`config.mk`:
```
export PLATFORM = sky130hd
export DESIGN_NAME = sample_packet_buffer_pool
export DESIGN_NICKNAME = d
export VERILOG_FILES = /design/src/sv/spbp_pkg.sv /design/src/sv/spbp_front.sv /design/src/sv/spbp_cmd_fifo.sv /design/src/sv/spbp_back.sv /design/src/sv/sample_packet_buffer_pool.sv
export VERILOG_INCLUDE_DIRS = /design/src /design/src/sv
export SDC_FILE = /design/constraint.sdc
export NUM_CORES = 2
export LEC_CHECK = 0
export BUFFER_PORTS_ARGS = -buffer_cell sky130_fd_sc_hd__buf_2
export CAP_MARGIN = 0
export CORE_UTILIZATION = 62
export DETAILED_ROUTE_END_ITERATION = 6
export GPL_TIMING_DRIVEN = 0
export PLACE_DENSITY = 0.79
export SYNTH_ARGS = -nofsm -noshare
export SYNTH_HDL_FRONTEND = slang
export SYNTH_SLANG_ARGS = --single-unit
export TNS_END_PERCENT = 30
```
`constraint.sdc`:
```
create_clock -name clk_i -period 7.1 [get_ports clk_i]
set_input_delay 1.065 -clock clk_i [delete_from_list [all_inputs] [get_ports clk_i]]
set_output_delay 1.065 -clock clk_i [all_outputs]
set_load 0.01 [all_outputs]
```
`src/sv/assert_macros.svh`:
```
// Assertion macros shared by the buffer pool modules.
// Define ASSERT_OFF to compile every check away.
`ifndef ASSERT_MACROS_SVH
`define ASSERT_MACROS_SVH

`ifndef ASSERT_OFF

// prop must hold at every clock edge outside reset
`define ASSERT_AT(lbl, clk, rst_n, prop, msg) \
  lbl: assert property (@(posedge clk) disable iff (!rst_n) (prop)) else $error(msg);

// cond must never be true at a clock edge outside reset
`define ASSERT_NEVER(lbl, clk, rst_n, cond, msg) \
  lbl: assert property (@(posedge clk) disable iff (!rst_n) !(cond)) else $error(msg);

`else

`define ASSERT_AT(lbl, clk, rst_n, prop, msg)
`define ASSERT_NEVER(lbl, clk, rst_n, cond, msg)

`endif

`endif

```
`src/sv/spbp_pkg.sv`:
```
// Shared types and constants of the sample buffer pool.
// No dependencies; imported by every module of the block.
package spbp_pkg;

  localparam int NumBuffersDef       = 16;
  localparam int RecordsPerBufferDef = 2;
  localparam int RecordBytesDef      = 12;
  // command queue depth, a power of two
  localparam int CmdDepth            = 4;

  typedef enum logic [1:0] {
    OP_WRITE,
    OP_WRITE_EMIT,
    OP_EMIT,
    OP_STATUS
  } cmd_op_e;

  typedef enum logic [1:0] {
    BK_IDLE,
    BK_READ,
    BK_LOAD,
    BK_HOLD
  } back_state_e;

  typedef enum logic {
    CMD_SAMPLE    = 1'b0,
    CMD_SEND_DONE = 1'b1
  } in_cmd_e;

  typedef enum logic {
    REG_ENABLED = 1'b0,
    REG_NODE    = 1'b1
  } cfg_reg_e;

  typedef enum logic {
    KIND_STATUS = 1'b0,
    KIND_RECORD = 1'b1
  } out_kind_e;

  typedef struct packed {
    logic        [31:0] stamp;
    logic        [15:0] sensor;
    logic signed [31:0] reading;
  } rec_t;

  typedef struct packed {
    cmd_op_e     op;
    rec_t        rec;
    logic [31:0] drop;
  } cmd_t;

endpackage

```
`src/sv/spbp_front.sv`:
```
// Front end: accepts items, keeps the free and send rings, the fill position
// and the drop counter, and issues at most one command per item. Uses spbp_pkg.
`include "assert_macros.svh"

module spbp_front #(
  parameter int NUM_BUFFERS        = spbp_pkg::NumBuffersDef,
  parameter int RECORDS_PER_BUFFER = spbp_pkg::RecordsPerBufferDef,
  parameter int RECORD_BYTES       = spbp_pkg::RecordBytesDef,
  localparam int SLOT_W            = $clog2(NUM_BUFFERS * RECORDS_PER_BUFFER)
) (
  input  logic               clk_i,
  input  logic               rst_ni,
  input  logic               in_valid_i,
  output logic               in_stall_o,
  input  logic               command_i,
  input  logic        [31:0] stamp_i,
  input  logic        [15:0] sensor_number_i,
  input  logic signed [31:0] reading_i,
  input  logic        [7:0]  bytes_done_i,
  input  logic               enabled_i,
  input  logic               full_i,
  output logic               push_o,
  output spbp_pkg::cmd_t     cmd_o,
  output logic [SLOT_W-1:0]  slot_o
);
  import spbp_pkg::*;

  localparam int BUF_W  = (NUM_BUFFERS > 1) ? $clog2(NUM_BUFFERS) : 1;
  localparam int CNT_W  = $clog2(NUM_BUFFERS + 1);
  localparam int SUM_W  = BUF_W + 1;
  localparam int FILL_W = (RECORDS_PER_BUFFER > 1) ? $clog2(RECORDS_PER_BUFFER) : 1;
  localparam logic [BUF_W-1:0]  LAST_IDX   = BUF_W'(NUM_BUFFERS - 1);
  localparam logic [FILL_W-1:0] LAST_FILL  = FILL_W'(RECORDS_PER_BUFFER - 1);
  localparam logic [8:0]        SEND_BYTES = 9'(RECORD_BYTES * RECORDS_PER_BUFFER);
  localparam logic [SUM_W-1:0]  RING_LEN   = SUM_W'(NUM_BUFFERS);

  logic [BUF_W-1:0]  free_ring_q [NUM_BUFFERS];
  logic [BUF_W-1:0]  send_ring_q [NUM_BUFFERS];
  logic [BUF_W-1:0]  free_head_q, send_head_q;
  logic [CNT_W-1:0]  free_cnt_q, send_cnt_q;
  logic [FILL_W-1:0] fill_q, fill_d;
  logic [31:0]       drop_q, drop_d;
  logic [BUF_W-1:0]  send_front_q;

  logic              accept;
  logic [BUF_W-1:0]  free_front, free_next_head, send_next_head;
  logic [BUF_W-1:0]  free_tail, send_tail, send_next_id, emit_id;
  logic [SUM_W-1:0]  free_sum, send_sum;
  logic              free_pop, free_push, send_pop, send_push;
  logic              short_count;
  logic [SLOT_W-1:0] sample_slot, emit_slot;
  logic [SUM_W:0]    pool_total;
  logic              pool_ok;

  assign accept     = in_valid_i && !full_i;
  assign in_stall_o = full_i;

  assign free_front     = free_ring_q[free_head_q];
  assign free_next_head = (free_head_q == LAST_IDX) ? '0 : BUF_W'(free_head_q + 1'b1);
  assign send_next_head = (send_head_q == LAST_IDX) ? '0 : BUF_W'(send_head_q + 1'b1);
  assign send_next_id   = send_ring_q[send_next_head];

  // ring tails: head plus count, folded once
  assign free_sum  = SUM_W'(free_head_q) + SUM_W'(free_cnt_q);
  assign send_sum  = SUM_W'(send_head_q) + SUM_W'(send_cnt_q);
  assign free_tail = (free_sum >= RING_LEN) ? BUF_W'(free_sum - RING_LEN) : BUF_W'(free_sum);
  assign send_tail = (send_sum >= RING_LEN) ? BUF_W'(send_sum - RING_LEN) : BUF_W'(send_sum);

  assign short_count = {1'b0, bytes_done_i} < SEND_BYTES;
  assign sample_slot = SLOT_W'(SLOT_W'(free_front) * SLOT_W'(RECORDS_PER_BUFFER)
                               + SLOT_W'(fill_q));
  assign emit_slot   = SLOT_W'(SLOT_W'(emit_id) * SLOT_W'(RECORDS_PER_BUFFER));

  always_comb begin
    push_o    = 1'b0;
    cmd_o.op  = OP_WRITE;
    drop_d    = drop_q;
    fill_d    = fill_q;
    free_pop  = 1'b0;
    free_push = 1'b0;
    send_pop  = 1'b0;
    send_push = 1'b0;
    emit_id   = send_front_q;
    if (accept) begin
      case (in_cmd_e'(command_i))
        CMD_SAMPLE: begin
          if (enabled_i) begin
            push_o = 1'b1;
            if (free_cnt_q == '0) begin
              drop_d   = drop_q + 32'd1;
              cmd_o.op = OP_STATUS;
            end else if (fill_q == LAST_FILL) begin
              // buffer full: hand it over to the send ring
              fill_d    = '0;
              free_pop  = 1'b1;
              send_push = 1'b1;
              cmd_o.op  = (send_cnt_q == '0) ? OP_WRITE_EMIT : OP_WRITE;
            end else begin
              fill_d = FILL_W'(fill_q + 1'b1);
            end
          end
        end
        CMD_SEND_DONE: begin
          if (send_cnt_q != '0) begin
            if (short_count) begin
              push_o   = 1'b1;
              cmd_o.op = OP_EMIT;
            end else begin
              send_pop  = 1'b1;
              free_push = 1'b1;
              if (send_cnt_q != CNT_W'(1)) begin
                push_o   = 1'b1;
                cmd_o.op = OP_EMIT;
                emit_id  = send_next_id;
              end
            end
          end
        end
        default: ;
      endcase
    end
    cmd_o.rec.stamp   = stamp_i;
    cmd_o.rec.sensor  = sensor_number_i;
    cmd_o.rec.reading = reading_i;
    cmd_o.drop        = drop_d;
  end

  assign slot_o = (cmd_o.op == OP_EMIT) ? emit_slot : sample_slot;

  always_ff @(posedge clk_i or negedge rst_ni) begin
    if (!rst_ni) begin
      for (int i = 0; i < NUM_BUFFERS; i++) begin
        free_ring_q[i] <= BUF_W'(i);
      end
      free_head_q <= '0;
      free_cnt_q  <= CNT_W'(NUM_BUFFERS);
      send_head_q <= '0;
      send_cnt_q  <= '0;
      fill_q      <= '0;
      drop_q      <= '0;
    end else begin
      fill_q <= fill_d;
      drop_q <= drop_d;
      if (free_pop) begin
        free_head_q <= free_next_head;
        free_cnt_q  <= CNT_W'(free_cnt_q - 1'b1);
      end
      if (free_push) begin
        free_ring_q[free_tail] <= send_front_q;
        free_cnt_q             <= CNT_W'(free_cnt_q + 1'b1);
      end
      if (send_push) begin
        send_cnt_q <= CNT_W'(send_cnt_q + 1'b1);
      end
      if (send_pop) begin
        send_head_q <= send_next_head;
        send_cnt_q  <= CNT_W'(send_cnt_q - 1'b1);
      end
    end
  end

  // send ring contents and a copy of its front entry
  always_ff @(posedge clk_i) begin
    if (send_push) begin
      send_ring_q[send_tail] <= free_front;
      if (send_cnt_q == '0) begin
        send_front_q <= free_front;
      end
    end
    if (send_pop) begin
      send_front_q <= send_next_id;
    end
  end

  assign pool_total = (SUM_W + 1)'(free_cnt_q) + (SUM_W + 1)'(send_cnt_q);
  assign pool_ok    = (pool_total == (SUM_W + 1)'(NUM_BUFFERS));

  `ASSERT_AT(a_pool_conserved, clk_i, rst_ni, pool_ok, "buffer lost between rings")

endmodule

```
`src/sv/spbp_cmd_fifo.sv`:
```
// Short command queue between the front end and the back end.
// Uses spbp_pkg for the command type and depth.
`include "assert_macros.svh"

module spbp_cmd_fifo #(
  parameter int SLOT_W = 5
) (
  input  logic              clk_i,
  input  logic              rst_ni,
  input  logic              push_i,
  input  spbp_pkg::cmd_t    cmd_i,
  input  logic [SLOT_W-1:0] slot_i,
  output logic              full_o,
  input  logic              pop_i,
  output logic              valid_o,
  output spbp_pkg::cmd_t    cmd_o,
  output logic [SLOT_W-1:0] slot_o
);
  import spbp_pkg::*;

  localparam int PTR_W = $clog2(CmdDepth);
  localparam int CNT_W = $clog2(CmdDepth + 1);

  cmd_t              cmd_mem_q  [CmdDepth];
  logic [SLOT_W-1:0] slot_mem_q [CmdDepth];
  logic [PTR_W-1:0]  rd_ptr_q, wr_ptr_q;
  logic [CNT_W-1:0]  cnt_q;
  logic              do_push, do_pop;

  assign valid_o = (cnt_q != '0);
  assign full_o  = (cnt_q == CNT_W'(CmdDepth));
  assign cmd_o   = cmd_mem_q[rd_ptr_q];
  assign slot_o  = slot_mem_q[rd_ptr_q];
  assign do_push = push_i && !full_o;
  assign do_pop  = pop_i && valid_o;

  always_ff @(posedge clk_i or negedge rst_ni) begin
    if (!rst_ni) begin
      rd_ptr_q <= '0;
      wr_ptr_q <= '0;
      cnt_q    <= '0;
    end else begin
      if (do_push) begin
        wr_ptr_q <= PTR_W'(wr_ptr_q + 1'b1);
      end
      if (do_pop) begin
        rd_ptr_q <= PTR_W'(rd_ptr_q + 1'b1);
      end
      if (do_push && !do_pop) begin
        cnt_q <= CNT_W'(cnt_q + 1'b1);
      end else if (do_pop && !do_push) begin
        cnt_q <= CNT_W'(cnt_q - 1'b1);
      end
    end
  end

  always_ff @(posedge clk_i) begin
    if (do_push) begin
      cmd_mem_q[wr_ptr_q]  <= cmd_i;
      slot_mem_q[wr_ptr_q] <= slot_i;
    end
  end

  `ASSERT_NEVER(a_no_overflow, clk_i, rst_ni, push_i && full_o, "command pushed into a full queue")

endmodule

```
`src/sv/spbp_back.sv`:
```
// Back end: record store, command execution and the output register.
// Uses spbp_pkg for commands, records and the sequencer states.
`include "assert_macros.svh"

module spbp_back #(
  parameter int NUM_BUFFERS        = spbp_pkg::NumBuffersDef,
  parameter int RECORDS_PER_BUFFER = spbp_pkg::RecordsPerBufferDef,
  localparam int SLOT_W            = $clog2(NUM_BUFFERS * RECORDS_PER_BUFFER)
) (
  input  logic               clk_i,
  input  logic               rst_ni,
  input  logic               cmd_valid_i,
  input  spbp_pkg::cmd_t     cmd_i,
  input  logic [SLOT_W-1:0]  slot_i,
  output logic               cmd_pop_o,
  input  logic        [15:0] node_number_i,
  output logic               out_valid_o,
  input  logic               out_stall_i,
  output logic               kind_o,
  output logic        [31:0] rec_stamp_o,
  output logic        [15:0] rec_node_o,
  output logic        [15:0] rec_sensor_o,
  output logic signed [31:0] rec_reading_o,
  output logic               last_record_o,
  output logic        [31:0] drop_total_o
);
  import spbp_pkg::*;

  localparam int SLOTS = NUM_BUFFERS * RECORDS_PER_BUFFER;
  localparam int REC_W = (RECORDS_PER_BUFFER > 1) ? $clog2(RECORDS_PER_BUFFER) : 1;
  localparam logic [REC_W-1:0]  LAST_REC = REC_W'(RECORDS_PER_BUFFER - 1);
  localparam logic [SLOT_W-1:0] LAST_OFS = SLOT_W'(RECORDS_PER_BUFFER - 1);

  rec_t               mem_q [SLOTS];
  rec_t               rd_q;
  back_state_e        state_q, state_d;
  logic [SLOT_W-1:0]  base_q, rd_addr;
  logic [REC_W-1:0]   rec_q;
  logic [31:0]        drop_q;
  logic               out_valid_q;
  out_kind_e          kind_q;
  logic        [31:0] stamp_q, drop_out_q;
  logic        [15:0] node_q, sensor_q;
  logic signed [31:0] reading_q;
  logic               last_q;

  logic mem_we, load_status, load_rec, out_done, rec_adv;

  assign rd_addr = SLOT_W'(base_q + SLOT_W'(rec_q));

  always_comb begin
    state_d = state_q;
    case (state_q)
      BK_IDLE: begin
        if (cmd_valid_i) begin
          case (cmd_i.op)
            OP_WRITE_EMIT, OP_EMIT: state_d = BK_READ;
            OP_STATUS:              state_d = BK_HOLD;
            default:                state_d = BK_IDLE;
          endcase
        end
      end
      BK_READ: state_d = BK_LOAD;
      BK_LOAD: state_d = BK_HOLD;
      BK_HOLD: begin
        if (!out_stall_i) begin
          state_d = (kind_q == KIND_RECORD && !last_q) ? BK_READ : BK_IDLE;
        end
      end
      default: state_d = BK_IDLE;
    endcase
  end

  always_comb begin
    cmd_pop_o   = (state_q == BK_IDLE) && cmd_valid_i;
    mem_we      = cmd_pop_o && (cmd_i.op == OP_WRITE || cmd_i.op == OP_WRITE_EMIT);
    load_status = cmd_pop_o && (cmd_i.op == OP_STATUS);
    load_rec    = (state_q == BK_LOAD);
    out_done    = (state_q == BK_HOLD) && !out_stall_i;
    rec_adv     = out_done && (kind_q == KIND_RECORD) && !last_q;
  end

  always_ff @(posedge clk_i or negedge rst_ni) begin
    if (!rst_ni) begin
      state_q     <= BK_IDLE;
      out_valid_q <= 1'b0;
      rec_q       <= '0;
    end else begin
      state_q <= state_d;
      if (load_status || load_rec) begin
        out_valid_q <= 1'b1;
      end else if (out_done) begin
        out_valid_q <= 1'b0;
      end
      if (cmd_pop_o) begin
        rec_q <= '0;
      end else if (rec_adv) begin
        rec_q <= REC_W'(rec_q + 1'b1);
      end
    end
  end

  always_ff @(posedge clk_i) begin
    if (cmd_pop_o) begin
      // a write that completes a buffer carries its last slot; step back to the first
      base_q <= (cmd_i.op == OP_WRITE_EMIT) ? SLOT_W'(slot_i - LAST_OFS) : slot_i;
      drop_q <= cmd_i.drop;
    end
    if (load_status) begin
      kind_q     <= KIND_STATUS;
      stamp_q    <= '0;
      node_q     <= '0;
      sensor_q   <= '0;
      reading_q  <= '0;
      last_q     <= 1'b0;
      drop_out_q <= cmd_i.drop;
    end else if (load_rec) begin
      kind_q     <= KIND_RECORD;
      stamp_q    <= rd_q.stamp;
      node_q     <= node_number_i;
      sensor_q   <= rd_q.sensor;
      reading_q  <= rd_q.reading;
      last_q     <= (rec_q == LAST_REC);
      drop_out_q <= drop_q;
    end
  end

  always_ff @(posedge clk_i) begin
    if (mem_we) begin
      mem_q[slot_i] <= cmd_i.rec;
    end
    rd_q <= mem_q[rd_addr];
  end

  assign out_valid_o   = out_valid_q;
  assign kind_o        = kind_q;
  assign rec_stamp_o   = stamp_q;
  assign rec_node_o    = node_q;
  assign rec_sensor_o  = sensor_q;
  assign rec_reading_o = reading_q;
  assign last_record_o = last_q;
  assign drop_total_o  = drop_out_q;

  `ASSERT_NEVER(a_no_out_mid_read, clk_i, rst_ni, out_valid_q && (state_q == BK_READ || state_q == BK_LOAD), "output register loaded while a read is under way")
  `ASSERT_AT(a_pop_when_empty_out, clk_i, rst_ni, cmd_pop_o |-> !out_valid_q, "command taken while an item still waits")
  `ASSERT_AT(a_rec_in_range, clk_i, rst_ni, rec_q <= LAST_REC, "record index past end of buffer")

endmodule

```
`src/sv/sample_packet_buffer_pool.sv`:
```
// Sample buffer pool: once a sample fills a buffer with the send ring empty, the back stores
// it, then moves each record through its read and load states into the output; a status
// item is loaded there when its command is taken. The front takes one item a cycle while the
// 4-entry command queue has room; the back takes a new command only while it is idle.
// Reset (rst_ni, async, active low) clears control state and config (enabled 0, node 1) and
// loads the free ring with buffers 0 upwards; the record store is not cleared.
module sample_packet_buffer_pool #(
  parameter int NUM_BUFFERS        = spbp_pkg::NumBuffersDef,
  parameter int RECORDS_PER_BUFFER = spbp_pkg::RecordsPerBufferDef,
  parameter int RECORD_BYTES       = spbp_pkg::RecordBytesDef
) (
  input  logic               clk_i,
  input  logic               rst_ni,
  input  logic               cfg_valid_i,
  output logic               cfg_ready_o,
  input  logic               cfg_index_i,
  input  logic        [15:0] cfg_data_i,
  input  logic               in_valid_i,
  output logic               in_stall_o,
  input  logic               command_i,
  input  logic        [31:0] stamp_i,
  input  logic        [15:0] sensor_number_i,
  input  logic signed [31:0] reading_i,
  input  logic        [7:0]  bytes_done_i,
  output logic               out_valid_o,
  input  logic               out_stall_i,
  output logic               kind_o,
  output logic        [31:0] rec_stamp_o,
  output logic        [15:0] rec_node_o,
  output logic        [15:0] rec_sensor_o,
  output logic signed [31:0] rec_reading_o,
  output logic               last_record_o,
  output logic        [31:0] drop_total_o
);
  import spbp_pkg::*;

  localparam int SLOT_W = $clog2(NUM_BUFFERS * RECORDS_PER_BUFFER);

  logic              enabled_q;
  logic [15:0]       node_q;
  logic              push, full, fifo_valid, pop;
  cmd_t              front_cmd, fifo_cmd;
  logic [SLOT_W-1:0] front_slot, fifo_slot;

  assign cfg_ready_o = 1'b1;

  always_ff @(posedge clk_i or negedge rst_ni) begin
    if (!rst_ni) begin
      enabled_q <= 1'b0;
      node_q    <= 16'd1;
    end else if (cfg_valid_i) begin
      case (cfg_reg_e'(cfg_index_i))
        REG_ENABLED: enabled_q <= cfg_data_i[0];
        REG_NODE:    node_q    <= cfg_data_i;
        default: ;
      endcase
    end
  end

  spbp_front #(
    .NUM_BUFFERS        (NUM_BUFFERS),
    .RECORDS_PER_BUFFER (RECORDS_PER_BUFFER),
    .RECORD_BYTES       (RECORD_BYTES)
  ) u_front (
    .clk_i           (clk_i),
    .rst_ni          (rst_ni),
    .in_valid_i      (in_valid_i),
    .in_stall_o      (in_stall_o),
    .command_i       (command_i),
    .stamp_i         (stamp_i),
    .sensor_number_i (sensor_number_i),
    .reading_i       (reading_i),
    .bytes_done_i    (bytes_done_i),
    .enabled_i       (enabled_q),
    .full_i          (full),
    .push_o          (push),
    .cmd_o           (front_cmd),
    .slot_o          (front_slot)
  );

  spbp_cmd_fifo #(
    .SLOT_W (SLOT_W)
  ) u_cmd_fifo (
    .clk_i   (clk_i),
    .rst_ni  (rst_ni),
    .push_i  (push),
    .cmd_i   (front_cmd),
    .slot_i  (front_slot),
    .full_o  (full),
    .pop_i   (pop),
    .valid_o (fifo_valid),
    .cmd_o   (fifo_cmd),
    .slot_o  (fifo_slot)
  );

  spbp_back #(
    .NUM_BUFFERS        (NUM_BUFFERS),
    .RECORDS_PER_BUFFER (RECORDS_PER_BUFFER)
  ) u_back (
    .clk_i         (clk_i),
    .rst_ni        (rst_ni),
    .cmd_valid_i   (fifo_valid),
    .cmd_i         (fifo_cmd),
    .slot_i        (fifo_slot),
    .cmd_pop_o     (pop),
    .node_number_i (node_q),
    .out_valid_o   (out_valid_o),
    .out_stall_i   (out_stall_i),
    .kind_o        (kind_o),
    .rec_stamp_o   (rec_stamp_o),
    .rec_node_o    (rec_node_o),
    .rec_sensor_o  (rec_sensor_o),
    .rec_reading_o (rec_reading_o),
    .last_record_o (last_record_o),
    .drop_total_o  (drop_total_o)
  );

endmodule

```
==> results.txt <==
Worst-path fanout max: 12
Violated checks: max-capacitance violations, max-slew violations
CP bufs+invs: 3
Count of flip-flops with a built-in enable after synthesis: 3173
Cells along the critical path: ha_1 > ha_1 > clkbuf_1 > clkbuf_1 > clkbuf_1 > mux4_2 > mux4_2 > mux2_2
Drt first-iter violations: 10770
Most common cell after layout, fill and taps aside: edfxtp_1
Share of post-route cells with drive strength above 1: 33.59%
Least setup slack across all paths after layout: 1.774 ns
RePlAce Congestion: 0.8535
Crit path largest cell delay: 1.23 ns
Critical-path top delay cell: clkbuf_1
Largest net degree at the start of global routing: 101
IO Count: 244
Number of vias after detailed routing: 68350
Number of register bits inferred by synthesis: 3494
Final number of hold-violating endpoints: 0
Post-synthesis instance area: 131600 µm²
Post-synth ARST share: 4.093%
Reg2Reg Depth: 8
Bufs on Longest Clock Path: 4
Number of detailed-routing iterations run before antenna repair: 6
Routed len/inst: 39.46 µm
Type of destination of the critical path: flip-flop
Hold Crit Class: in -> async
Final slew viol count: 13
Cts repair resizes: 0
Initial antenna violation count: 31
Power per cell area: 478.2 nW/µm²
Port Buffer Count: 239
Worst reg2reg startpoint: u_back.rec_q
Cts hold-fix bufs: 0
Final period util: 75.01%
Max-slew headroom at the worst pin: -7.937%
Seq/Total Area, Yosys: 77.89%
Syn-to-layout area delta: 14.59%
Family of cells with the greatest summed delay on the critical path: buffers and inverters
CTS buffer count: 346
Clock latency at the later pin of the worst-skew pair: 0.99 ns
Clock sink count: 3494
Vias/cell: 7.262
Actual slew at the worst max-slew pin: 1.619 ns
FILL cells: 11030
First-pass GRT wire length: 520.4 mm
Number of buffers added for setup after CTS: 0
Most common flop cell mapped by yosys: edfxtp_1
Highest achievable clock rate: 187.8 MHz
Count of mapped cells out of synthesis: 5601
Mean cell area of the mapped netlist: 23.49 µm²
Mapped Nets: 5747
Area of the core region: 210200 µm²
Setup skew after layout: 0.04868 ns
Terminus of the critical flop-to-flop path: u_back.rd_q[51]
Leak Pwr: 48.90 nW
HPWL reported at the end of detailed placement: 206.5 mm
Worst-case setup slack after placement: 2.138 ns
Overall die width: 462.6 µm
Most frequent cells in the layout: edfxtp_1 (3173), mux4_2 (937), clkbuf_16 (357), buf_2 (342), clkbuf_1 (200)
Critical path launch point type: flip-flop
Initial cell density of the core: 62.59%
Outcome: finished with violations
CTS tree: done
Post-layout minimum cycle time: 5.326 ns
Slack of the worst reg-to-reg path: 1.77 ns
Routed WL: 371.3 mm
Y dimension of the die: 462.6 µm
DRC violation count after routing: 0
Final #Nets: 6470
Maximum resistive drop on vdd: 0.3197 mV
Root buffer cell: clkbuf_16
Min Hold Slack: 0.05912 ns
Warnings from Yosys: 0
Post-synth cell types: 62
Critical path data arrival time: 6.18 ns
Total number of H-tree levels: 5
Leftover overflow at the end of global routing: 0
Number of global-route vias before repair: 69900
RSZ-0062 raised after global routing: false
Total number of placement rows: 168
Cell repeated most along the worst path: clkbuf_1
Final setup fails: 0
Number of max-cap violations: 2
Clock edge transition at the registers on the reported setup and hold paths: 0.06 ns
Required time reported for the critical path endpoint: 7.95 ns
Die area: 214000 µm²
DRT antenna net count: 0
Worst setup path class: reg -> reg
Overall fraction of global-route tracks in use: 34.96%
worst max path at each step:
stage	slack, ns	start	to	depth (start not counted)
final	1.77	u_back.rec_q	u_back.rd_q[51]	8
after global routing	1.94	u_back.rec_q	u_back.rd_q[51]	8
after CTS	2.02	u_back.rec_q	u_back.rd_q[51]	8
after detailed placement	2.14	u_back.rec_q	u_back.rd_q[36]	8
after global placement	-3.82	u_cmd_fifo.rd_ptr_q[0]	u_back.mem_q[18][15]	7
after floorplan	1.40	u_cmd_fifo.rd_ptr_q[0]	u_back.mem_q[0][0]	5
state kept, by name, summed over array words and instances (netlist names), 3 cells and up:
name and count:
u_back.rec_sensor_o 16, u_back.rec_stamp_o 32, u_back.drop_total_o 32, u_front.send_ring_q 64, u_back.drop_q 32, u_front.free_head_q 4, node_q 16, u_cmd_fifo.cnt_q 3
u_front.free_ring_q 64, u_cmd_fifo.cmd_mem_q 456, u_cmd_fifo.slot_mem_q 20, u_front.send_front_q 4, u_back.mem_q 2560, u_front.send_head_q 4, u_back.base_q 5, u_front.drop_q 32
u_front.free_cnt_q 5, u_back.rec_reading_o 32, u_back.rd_q 80, u_back.rec_node_o 16, u_front.send_cnt_q 5
routing by layer:
layer | up-vias | GRT usage [%] | share of wire [%] | wire length (µm)
li1 | 25070 | - | - | -
met1 | 35430 | 44.10 | 32 | 119900
met2 | 6468 | 56.58 | 49 | 182500
met3 | 1346 | 9.136 | 13 | 46950
met4 | 36 | 17.90 | 5.9 | 21790
met5 | - | 0 | 0.064 | 237
where the power goes:
group | internal, mW | leakage, nW | switching [mW]
Sequential | 27.7 | 31.8 | 0.941
Combinational | 9.69 | 11.6 | 15.2
Clock | 10.6 | 5.48 | 7.92
cells in the mapped netlist, types with 26 or more instances:
| library cell | instances | area (µm²) |
|---|---|---|
| nor2_1 | 178 | 668.1 |
| dfstp_2 | 34 | 893.4 |
| nand2_1 | 64 | 240.2 |
| nand3_1 | 26 | 130.1 |
| mux2_2 | 197 | 2218 |
| mux2i_1 | 111 | 1111 |
| xnor2_1 | 44 | 385.4 |
| inv_1 | 28 | 105.1 |
| dfxtp_1 | 178 | 3563 |
| clkbuf_1 | 148 | 555.5 |
| a21oi_1 | 27 | 135.1 |
| buf_2 | 104 | 520.5 |
| mux4_2 | 937 | 21100 |
| ha_1 | 31 | 387.9 |
| edfxtp_1 | 3173 | 95280 |
| dfrtp_1 | 109 | 2728 |
area by class of cell:
class                   instances  area (µm²)  share of cell area (%)
flip-flops and latches       3494      102500                   67.97
multi-input cells            1808       28100                   18.64
clock buffers                 450        9563                   6.343
inverters                      29       111.4                 0.07387
plain buffers                 270        1179                  0.7818
diodes                         24       60.06                 0.03984
well taps                    2805        3510                   2.328
repair buffers                375        4175                   2.770
clock inverters               156        1589                   1.054
kinds of logic (layout without fill, tap and decap cells):
kind of cell | Yosys count | in the layout | synth area share, %
other cells | 1 | 25 | 0.002850
compound gates | 107 | 107 | 0.5336
flops | 3494 | 3494 | 77.89
buf+inv | 299 | 1280 | 0.9682
xor+xnor | 67 | 67 | 0.4461
fa+ha+maj | 35 | 35 | 0.3557
mux | 1245 | 1245 | 18.57
simple gates | 353 | 353 | 1.234
metrics by stage:
step	total power [mW]	TNS [ns]	utilization, %	instances	cell area, µm²
final	72.09	0	71.72	9411	150800
after global routing	73.67	0	71.69	9389	150700
after CTS	71.80	0	71.69	9387	150700
after detailed placement	52.64	0	66.38	8781	139500
after global placement	51.39	-9657.37	64.82	8645	136300
after floorplan	43.83	0	-	5601	131600
(Power assumes the default switching activity.)
